**src/design/fcvd_pkg.sv**
```systemverilog
package fcvd_pkg;

  // Input word
  typedef struct packed {
    logic        command;
    logic [7:0]  layer;
    logic [63:0] stamp_us;
  } in_t;

  // Result word
  typedef struct packed {
    logic        layer_ok;
    logic        status_flip;
    logic        is_video;
    logic [6:0]  confidence;
    logic [31:0] frames_seen;
    logic [31:0] mean_interval;
    logic [47:0] interval_variance;
  } out_t;

  // Queued job between front and back
  typedef struct packed {
    logic        command;
    logic        layer_ok;
    logic [7:0]  layer;
    logic [63:0] stamp_us;
  } job_t;

  // One layer table entry
  typedef struct packed {
    logic [63:0] last_stamp;
    logic [31:0] frame_total;
    logic [31:0] avg_gap;
    logic [47:0] gap_variance;
    logic        video_flag;
    logic [6:0]  confidence_level;
  } entry_t;

  localparam int ENTRY_W = $bits(entry_t);

  // Configuration registers
  typedef struct packed {
    logic [15:0] min_frames;
    logic [31:0] low_gap;
    logic [31:0] high_gap;
    logic [47:0] variance_limit;
  } cfg_t;

  // Divider request
  typedef struct packed {
    logic        start;
    logic [63:0] num;
    logic [47:0] den;
  } div_req_t;

  // Register indexes
  localparam logic [1:0] REG_MIN_FRAMES     = 2'd0;
  localparam logic [1:0] REG_LOW_GAP        = 2'd1;
  localparam logic [1:0] REG_HIGH_GAP       = 2'd2;
  localparam logic [1:0] REG_VARIANCE_LIMIT = 2'd3;

  // Reset values of the registers
  localparam logic [15:0] RST_MIN_FRAMES     = 16'd10;
  localparam logic [31:0] RST_LOW_GAP        = 32'd1048576;
  localparam logic [31:0] RST_HIGH_GAP       = 32'd6553600;
  localparam logic [47:0] RST_VARIANCE_LIMIT = 48'd1638400;

  // Arithmetic constants
  localparam logic [63:0] STAMP_SPAN   = 64'd65536000;
  // us to ms Q16.16 is x * 8192 / 125: split x by 125, then scale the remainder
  localparam logic [25:0] GAP_DIV      = 26'd125;
  localparam logic [26:0] GAP_RCP      = 27'd68719477;
  localparam logic [20:0] FRAC_RCP     = 21'd1073742;
  localparam logic [22:0] FPART_MAX    = 23'd7864320;
  localparam logic [63:0] FRAME_WEIGHT = 64'd60;
  localparam logic [21:0] VAR_WEIGHT   = 22'd40;
  localparam logic [6:0]  CONF_MAX     = 7'd100;
  localparam logic [6:0]  CONF_STEP    = 7'd10;
  localparam logic [6:0]  CONF_DROP    = 7'd5;

endpackage

```
**src/design/fcvd_front.sv**
```systemverilog
module fcvd_front
  import fcvd_pkg::*;
#(
  parameter int LAYERS = 16
) (
  input  logic clk,
  input  logic rst_n,
  input  logic in_valid,
  output logic in_ready,
  input  in_t  in_data,
  output logic job_valid,
  output job_t job,
  input  logic job_pop
);

  job_t       q_r [2];
  logic       wr_r;
  logic       rd_r;
  logic [1:0] cnt_r;
  logic       push;
  job_t       job_in;

  // Classify the incoming word
  always_comb begin
    job_in.command  = in_data.command;
    job_in.layer_ok = ({1'b0, in_data.layer} < 9'(LAYERS));
    job_in.layer    = in_data.layer;
    job_in.stamp_us = in_data.stamp_us;
  end

  assign in_ready  = (cnt_r != 2'd2);
  assign push      = in_valid && in_ready;
  assign job_valid = (cnt_r != 2'd0);
  assign job       = q_r[rd_r];

  // Hold classified words until the back end takes them
  always_ff @(posedge clk) begin
    if (!rst_n) begin
      wr_r  <= 1'b0;
      rd_r  <= 1'b0;
      cnt_r <= 2'd0;
    end else begin
      if (push) begin
        q_r[wr_r] <= job_in;
        wr_r      <= ~wr_r;
      end
      if (job_pop) begin
        rd_r <= ~rd_r;
      end
      cnt_r <= cnt_r + 2'(push) - 2'(job_pop);
    end
  end

endmodule

```
**config.mk**
```make
export PLATFORM = sky130hd
export DESIGN_NAME = fcvd_front
export DESIGN_NICKNAME = d
export VERILOG_FILES = /design/src/design/fcvd_pkg.sv /design/src/design/fcvd_front.sv
export SDC_FILE = /design/constraint.sdc
export NUM_CORES = 1
export LEC_CHECK = 0
export ABC_AREA = 1
export BUFFER_PORTS_ARGS = -buffer_cell sky130_fd_sc_hd__buf_2
export CAP_MARGIN = 30
export CORE_MARGIN = 3
export CORE_UTILIZATION = 52
export CTS_CLUSTER_DIAMETER = 120
export DETAILED_ROUTE_END_ITERATION = 16
export PLACE_DENSITY = 0.77
export SLEW_MARGIN = 20
export SYNTH_ARGS = -nofsm -noshare
export SYNTH_HDL_FRONTEND = slang
export SYNTH_SLANG_ARGS = --single-unit
```
**constraint.sdc**
```tcl
create_clock -name clk -period 5.03 [get_ports clk]
set_clock_uncertainty 0.15 [all_clocks]
set_input_delay 0.503 -clock clk [delete_from_list [all_inputs] [get_ports clk]]
set_output_delay 0.503 -clock clk [all_outputs]
set_load 0.005 [all_outputs]
```
==> flow_metrics.tcl <==
set metrics [dict create \
    grt_max_degree 42 \
    die-area_sq_mm 0.0125 \
    synth-seq-cells 153 \
    synth_top_family_by_area "multiplexers" \
    start_util_pct 53.5 \
    grt_pass1_vias 3209 \
    ioPinCount 153 \
    hold_class "in2reg" \
    num_antenna_cells 0 \
    power_density_mw_per_mm2 404 \
    relSlewSlack_pct 53.1 \
    fp.coreArea_sq_mm 0.0109 \
    first_iter_violations 150 \
    holdWs_ps 34.6 \
    layout-drive-gt1-share_pct 54.5 \
    maxSlewViolCount 0 \
    dieHeight_um 112 \
    setup_tns_ps 0 \
    hpwl_mm 6.61 \
    synthAdderAreaFrac_pct 0.429 \
    worst_setup_path_end_kind "output pin" \
    period_minus_slack_ps 3130 \
    die_w_um 112 \
    yosysTopAreaCellShare_pct 76.3 \
    crit_type "reg2out" \
    finalSetupViolCount 0 \
    synth_compound_gate_area_share_pct 0.172 \
    nets 545 \
    cp_max_fo 41 \
    io_buffers 152 \
    cts_buffers 17 \
    drt_first_pass_iters 4 \
    grt-ovfl-total 0 \
    dpl_cell_area_sq_mm 0.00680 \
    worst_slew_pin_slew_ps 703 \
    p_leak_nw 3.06 \
    clk_pin_slew_ps 60 \
    grt_util_all_layers_pct 17.0 \
    drc_errors 0 \
    yosysUniqueCellTypes 16 \
    power_w 0.00313 \
    arrival_ps 2480 \
    layout_setup_ws_ps 1900 \
    row_count 38 \
    cts_tree "done" \
    postSynthAreaPerCell_sq_um 22.1 \
    clk_latency_ps 510 \
    cts_max_level 4 \
    stdcell_area_sq_mm 0.00774 \
    routed_wl_mm 10.4 \
    fin_crit_sh_pct 62.3 \
    yosysTopAreaCell "edfxtp_1" \
    max_cap_violations 0 \
    grt_first_pass_wirelength_mm 16.1 \
    area_growth_pct 32.9 \
    vias 3037 \
    synth_area_sq_mm 0.00583 \
    yosysWarnings 0 \
    clock.fmax_mhz 319 \
    nFillCells 699 \
    final_cell_mix "buf_2 (152), edfxtp_1 (148), mux2_4 (60)" \
    drtAntennaViolNets 0 \
    worstPathRequired_ps 4380 \
    wl_per_cell_um 16.9 \
    ys_seq_area_share_pct 78.0 \
    synthMuxAreaShare_pct 18.2 \
    cts_buffer_depth 2 \
    netlist_instances 264 \
    synth-simple-area-share_pct 1.20 \
    pre_cts_slack_ps 2400 \
    status "finished clean" \
    cts_resized 0 \
    mostFrequentLayoutCell "buf_2" \
    rsz0062_at_grt "false" \
    clkSinkCount 153 \
    ir_drop_uv 250 \
    hold_violations 0 \
    start_kind "flop" \
    routed_via_density 4.92 \
    synth_area_leaders "edfxtp_1 (76%), mux2_4 (15%), mux2_2 (2.7%), dfxtp_1 (1.7%), buf_6 (1.4%)" \
    syn_nets 343 \
    root_buffer "clkbuf_8" \
    antenna_found_initial 0 \
    place_congestion 0.725 \
    synth_xor_area_share_pct 0.150 \
]
state kept, by name (all words and copies together), names as in the netlist, named ones only:
register	flops
rd_r	1
wr_r	1
q_r	148
cnt_r	2
layer usage:
metal / track usage (%) / vias to the layer above / routed length (um)
li1: - / 1440 / -
met1: 19.1 / 1460 / 4080
met2: 29.6 / 118 / 5390
met3: 6.30 / 19 / 783
met4: 6.57 / 0 / 164
met5: 0 / - / 0
stage by stage:
stage	util, %	cells
floorplan	-	264
global placement	62.0	551
detailed placement	62.5	553
CTS	71.1	617
global route	71.1	617
finish	71.1	617
area by class of cell:
type | instances | area (sq um) | area share [%]
tap | 140 | 175 | 2.26
timing repair buffer | 191 | 1200 | 15.5
clock buffer | 21 | 429 | 5.54
clock inverter | 9 | 174 | 2.25
sequential | 153 | 4550 | 58.7
multi-input combinational | 96 | 1190 | 15.3
inverter | 7 | 26.3 | 0.339
logic make-up (layout without fill, tap and decap cells):
family          Yosys count  count (layout)
simple gates             17              17
compound gates            2               2
flops                   153             153
buf+inv                  15             228
xor+xnor                  1               1
fa+ha+maj                 2               2
mux                      74              74
worst paths after layout:
path	start	end	slack, ps	depth (start not counted)
max	flop	job[22]	1900	3
min	in_data[15]	q_r[0][15]$_DFFE_PP_	30	1
max reg2reg	cnt_r[0]$_SDFF_PN0_	q_r[0][3]$_DFFE_PP_	2800	6
min reg2reg	rd_r$_SDFFE_PN0P_	flop	400	2
power by group:
part / switching [W] / internal [W]
sequential: 0.0000330 / 0.00148
clock: 0.000442 / 0.000847
combinational: 0.000138 / 0.000191
worst max-delay path, stage by stage, from the launching register on:
cell     delay (ps)
dfxtp_4         800
buf_4           630
mux2_4          360
buf_2           130
cell usage after synthesis (all sizes together):
cell	instances
edfxtp	148
mux2	74
nand2	9
buf	8
inv	7
dfxtp	5
nor2	5
ha	2
a21oi	1
nand3	1
nor4	1
o21ai	1
or2	1
xnor2	1
what timing repair did:
item | in CTS | in global routing
hold buffers | 34 | 0
endpoints found under the hold margin | 68 | 0
setup buffers | 0 | 0
No activity file was read; power rests on OpenSTA's default activity.
