--- src/design/fcvd_pkg.sv ---
package fcvd_pkg;

  // Input word
  typedef struct packed {
    logic        command;
    logic [7:0]  layer;
    logic [63:0] stamp_us;
  } in_t;

  // Result word
  typedef struct packed {
    logic        layer_ok;
    logic        status_flip;
    logic        is_video;
    logic [6:0]  confidence;
    logic [31:0] frames_seen;
    logic [31:0] mean_interval;
    logic [47:0] interval_variance;
  } out_t;

  // Queued job between front and back
  typedef struct packed {
    logic        command;
    logic        layer_ok;
    logic [7:0]  layer;
    logic [63:0] stamp_us;
  } job_t;

  // One layer table entry
  typedef struct packed {
    logic [63:0] last_stamp;
    logic [31:0] frame_total;
    logic [31:0] avg_gap;
    logic [47:0] gap_variance;
    logic        video_flag;
    logic [6:0]  confidence_level;
  } entry_t;

  localparam int ENTRY_W = $bits(entry_t);

  // Configuration registers
  typedef struct packed {
    logic [15:0] min_frames;
    logic [31:0] low_gap;
    logic [31:0] high_gap;
    logic [47:0] variance_limit;
  } cfg_t;

  // Divider request
  typedef struct packed {
    logic        start;
    logic [63:0] num;
    logic [47:0] den;
  } div_req_t;

  // Register indexes
  localparam logic [1:0] REG_MIN_FRAMES     = 2'd0;
  localparam logic [1:0] REG_LOW_GAP        = 2'd1;
  localparam logic [1:0] REG_HIGH_GAP       = 2'd2;
  localparam logic [1:0] REG_VARIANCE_LIMIT = 2'd3;

  // Reset values of the registers
  localparam logic [15:0] RST_MIN_FRAMES     = 16'd10;
  localparam logic [31:0] RST_LOW_GAP        = 32'd1048576;
  localparam logic [31:0] RST_HIGH_GAP       = 32'd6553600;
  localparam logic [47:0] RST_VARIANCE_LIMIT = 48'd1638400;

  // Arithmetic constants
  localparam logic [63:0] STAMP_SPAN   = 64'd65536000;
  // us to ms Q16.16 is x * 8192 / 125: split x by 125, then scale the remainder
  localparam logic [25:0] GAP_DIV      = 26'd125;
  localparam logic [26:0] GAP_RCP      = 27'd68719477;
  localparam logic [20:0] FRAC_RCP     = 21'd1073742;
  localparam logic [22:0] FPART_MAX    = 23'd7864320;
  localparam logic [63:0] FRAME_WEIGHT = 64'd60;
  localparam logic [21:0] VAR_WEIGHT   = 22'd40;
  localparam logic [6:0]  CONF_MAX     = 7'd100;
  localparam logic [6:0]  CONF_STEP    = 7'd10;
  localparam logic [6:0]  CONF_DROP    = 7'd5;

endpackage

--- src/design/fcvd_div.sv ---
module fcvd_div
  import fcvd_pkg::*;
(
  input  logic        clk,
  input  logic        rst_n,
  input  div_req_t    req,
  output logic        done,
  output logic [63:0] quo
);

  logic [6:0]  cnt_r;
  logic        done_r;
  logic [63:0] quo_r;
  logic [47:0] rem_r;
  logic [47:0] den_r;
  logic [48:0] shift;
  logic [48:0] sub;
  logic        take;

  // One restoring step: shift in the next dividend bit, subtract if it fits
  always_comb begin
    shift = {rem_r, quo_r[63]};
    sub   = shift - {1'b0, den_r};
    take  = shift >= {1'b0, den_r};
  end

  always_ff @(posedge clk) begin
    if (!rst_n) begin
      cnt_r  <= '0;
      done_r <= 1'b0;
    end else if (req.start) begin
      quo_r  <= req.num;
      den_r  <= req.den;
      rem_r  <= '0;
      cnt_r  <= 7'd64;
      done_r <= 1'b0;
    end else if (cnt_r != '0) begin
      rem_r  <= take ? sub[47:0] : shift[47:0];
      quo_r  <= {quo_r[62:0], take};
      cnt_r  <= cnt_r - 7'd1;
      done_r <= (cnt_r == 7'd1);
    end else begin
      done_r <= 1'b0;
    end
  end

  assign done = done_r;
  assign quo  = quo_r;

endmodule

--- config.mk ---
export PLATFORM = sky130hd
export DESIGN_NAME = fcvd_div
export DESIGN_NICKNAME = d
export VERILOG_FILES = /design/src/design/fcvd_pkg.sv /design/src/design/fcvd_div.sv
export SDC_FILE = /design/constraint.sdc
export NUM_CORES = 1
export LEC_CHECK = 0
export BUFFER_PORTS_ARGS = -buffer_cell sky130_fd_sc_hd__buf_2
export CAP_MARGIN = 20
export CORE_ASPECT_RATIO = 0.9
export CORE_MARGIN = 1.5
export CORE_UTILIZATION = 35
export CTS_CLUSTER_DIAMETER = 50
export CTS_CLUSTER_SIZE = 40
export DETAILED_ROUTE_END_ITERATION = 7
export HOLD_SLACK_MARGIN = 0.12
export SLEW_MARGIN = 5
export SYNTH_ARGS = -nofsm -noshare
export SYNTH_HDL_FRONTEND = slang
export SYNTH_SLANG_ARGS = --single-unit
--- constraint.sdc ---
create_clock -name clk -period 4.9 [get_ports clk]
set_input_delay 0.49 -clock clk [delete_from_list [all_inputs] [get_ports clk]]
set_output_delay 0.49 -clock clk [all_outputs]
set_load 0.03 [all_outputs]
==> metrics <==
Num CTS Buffers 17; Mapped Cells 860; Net Count, Synth 1026; Max transition margin 40.85%; asr flop ratio synth 0%; Slew Limit Fails 0; GRT Util Overall 17.46%; Avg Inst Size Synth 11.33 um2; RSZ-0062 raised after global routing false; post-synthesis xor/xnor area fraction 3.955%; Peak supply drop 0.0004758 V; internal power 3.734 mW; vias in the first global route 7419; die height 161.3 um; Clk pin slew, worst setup/hold paths 0.08 ns; worst r2r dst rem_r[35]$_SDFFCE_PP0P_; setup violators final 0; LEAKAGE 4.706 nW; max frequency 265.7 MHz; H-tree Lvls 4; row cnt 57; Avg Vias per Cell 5.207; CP Max Fanout 35; Hold Path Cell Cnt 1; number of synthesized flops with an enable pin 160; DRC 0; CTS tree yes; post-DP HPWL 17280 um; CTS Hold Bufs 0; CTS sink count 168; status complete, no violations; CP required 5.18 ns; Clock power frac 22.5%; Hold Crit Endpoint den_r[5]$_DFFE_PP_; post-synthesis mux area share 10.68%; Synth Flop Type edfxtp_1; initial antenna violation count 3; Die Width 178.9 um; DR vias 7233; slowest CP cell and2_4; Clock Tree Root clkbuf_16; Psw 2.462 mW; Post-Syn Area 9744 um2; Post-Synth Adder-Cell Area 6.626%; YS warnings 0; largest family of logic cells by synthesized area compound AO/OA/AOI/OAI gates; crit path buf inv count 0; flop-to-flop setup slack 1.14 ns; area growth from synthesis to layout 17.90%; Critical Path Max Stage Delay 0.57 ns; final wirelength 24100 um; Skew-Pair Late Insertion Delay 0.44 ns; fin crit share 76.80%; Final Util 42.28%; worst hold start req[5]; core area 27170 um2; ANT cells 0; IO Port Bufs 179; length in cells of the worst reg-to-reg path 9; Net Sw Frac 39.74%; Startpoint Class flop; Post-CTS Setup Repair Bufs 0; router iterations before antenna repair 7; Top delay family on crit path simple AND/OR/NAND/NOR gates; Sequential Power Share 34.3%; fin nets 1188; Design Power 6.197 mW; CTS max path bufs 2; Yosys reg bits 168; Reg2Reg Launch Point rem_r[12]$_SDFFCE_PP0P_; Worst-Margin Slew 0.8872 ns; initial core utilization 35.86%; Tightest Hold Check Type input pin to flop; # Max-Cap Violations 0; CTS resizes 0; Worst EP arrival 4.05 ns; DRT antenna net count 0; Final Hold Vio Count 0; shortest period the worst path allows 3.763 ns; Netlist cell types 68; clk_skew 0.01509 ns; PwrDens 539.4 nW/um2; gpl congestion 0.8422; CP endpoint kind flop; first-pass GRT wire length 38940 um; share of cells above drive strength 1 29.18%; WS Path Type flop to flop; CP cell instances ha_1, nand4_4, or3_4, or4_1, o311a_1, nand3_2, and2_4, nand2_1, o21ai_1; Post-Synth Simple-Gate Area 11.13%; IO Pins 180; setup_tns 0 ns; Synth Area in Compound Gates 11.58%; wire per inst 17.35 um; drt initial violations 443; DIE AREA 28850 um2; combinational share of power 43.3%; largest net degree at the start of global routing 73; Remaining Overflow, GRT 0; post-synthesis sequential area ratio 50.95%
power groups by stage:
stage | combinational (mW) | clock [mW] | sequential, mW
after CTS | 2.68 | 1.43 | 2.13
after global routing | 2.97 | 1.48 | 2.16
after detailed placement | 2.68 | 0 | 2.15
final | 2.68 | 1.39 | 2.12
after global placement | 2.65 | 0 | 2.15
after floorplan | 2.02 | 0 | 2.30
cell usage after synthesis (3+ instances only):
cell type  count  area (um2)
mux2_2        64       720.7
o21ai_1        9       45.04
a211o_1        3       26.28
and2_1         5       31.28
a21o_1        12       90.09
ha_1          50       625.6
buf_4          4       30.03
and3_1         4       25.02
edfxtp_1     160        4805
a41oi_1        3       26.28
buf_12         5       100.1
nor3_1         8       40.04
nor2_1        70       262.8
nand2_1       50       187.7
nand2b_1       6       37.54
clkbuf_1      25       93.84
xnor2_1       21       183.9
o211ai_1       4       30.03
inv_1         63       236.5
a31oi_1       10       62.56
nor2b_1        6       37.54
a21oi_1       60       300.3
a211oi_1       4       30.03
or2_2          3       18.77
mux2i_1       32       320.3
o21a_1         7       52.55
nor2_2         3       18.77
dfxtp_1        8       160.2
o21ai_0       31       155.2
nor4_1         6       37.54
a211oi_2       3       37.54
buf_2          5       25.02
nand3_1       27       135.1
nand4_1       18       112.6
o21bai_1       8       60.06
xor2_1        23       201.4
final cells by class:
| type | instances | area, um2 |
|---|---|---|
| Clock buffer | 17 | 425.4 |
| Clock inverter | 15 | 176.4 |
| Fill cell | 2597 | 15680 |
| Inverter | 63 | 236.5 |
| Multi-Input combinational cell | 588 | 4294 |
| Sequential cell | 168 | 4965 |
| Tap cell | 354 | 442.9 |
| Timing Repair Buffer | 184 | 948.4 |
layout by cell type, fill, tap and decap left out, drive strengths merged, types with 3 or more instances in the layout:
master	Yosys	layout
a211o	3	3
a211oi	7	7
a21o	12	12
a21oi	60	60
a31oi	10	10
a41oi	3	3
and2	6	6
and3	4	4
buf	15	184
clkbuf	26	17
clkinv	0	5
dfxtp	8	8
edfxtp	160	160
ha	50	50
inv	63	72
mux2	64	64
mux2i	32	32
nand2	52	52
nand2b	6	6
nand3	28	28
nand4	19	19
nor2	73	73
nor2b	6	6
nor3	8	8
nor4	6	6
o211ai	4	4
o21a	7	7
o21ai	40	40
o21bai	8	8
or2	4	4
or3	3	3
xnor2	21	21
xor2	23	23
metrics by stage:
step                hold WS [ns]  setup slack, ns  instance area, um2  instances
finish                    0.2170            1.137               11490       1389
global placement          0.4691            1.197               10890       1357
CTS                       0.1979            1.092               11490       1389
global route              0.1927           0.7973               11490       1389
detailed placement        0.4850            1.106               10890       1357
floorplan                 0.4553           0.3799                9744        860
flip-flops by register name, summed over array words and instances, names as in the netlist:
name   flops
quo       64
den_r     48
rem_r     48
cnt_r      7
done       1
logic make-up after synthesis:
kind of cell / count (synthesis)
XOR/XNOR: 44
buffers and inverters: 104
AND/OR/NAND/NOR: 221
flip-flops: 168
AO/OA/AOI/OAI: 176
adder cells (fa/ha/maj): 51
multiplexers: 96
how the worst max path moves through the flow:
stage / slack (ns) / depth (start not counted) / start / end
after global routing: 0.80 / 9 / rem_r[21]$_SDFFCE_PP0P_ / rem_r[38]$_SDFFCE_PP0P_
after floorplan: 0.38 / 4 / req[112] / quo[0]$_DFFE_PP_
after detailed placement: 1.11 / 9 / rem_r[22]$_SDFFCE_PP0P_ / rem_r[35]$_SDFFCE_PP0P_
after CTS: 1.09 / 9 / rem_r[18]$_SDFFCE_PP0P_ / rem_r[35]$_SDFFCE_PP0P_
after global placement: 1.20 / 10 / rem_r[14]$_SDFFCE_PP0P_ / rem_r[4]$_SDFFCE_PP0P_
final: 1.14 / 9 / rem_r[12]$_SDFFCE_PP0P_ / rem_r[35]$_SDFFCE_PP0P_
per-layer routing:
layer	routed length [um]	vias up	global-route usage, %
li1	-	3504	-
met1	10760	3450	22.88
met2	10970	250	27.43
met3	2056	25	5.979
met4	277	4	4.659
met5	26	-	0
No activity file was read; power rests on OpenSTA's default activity.
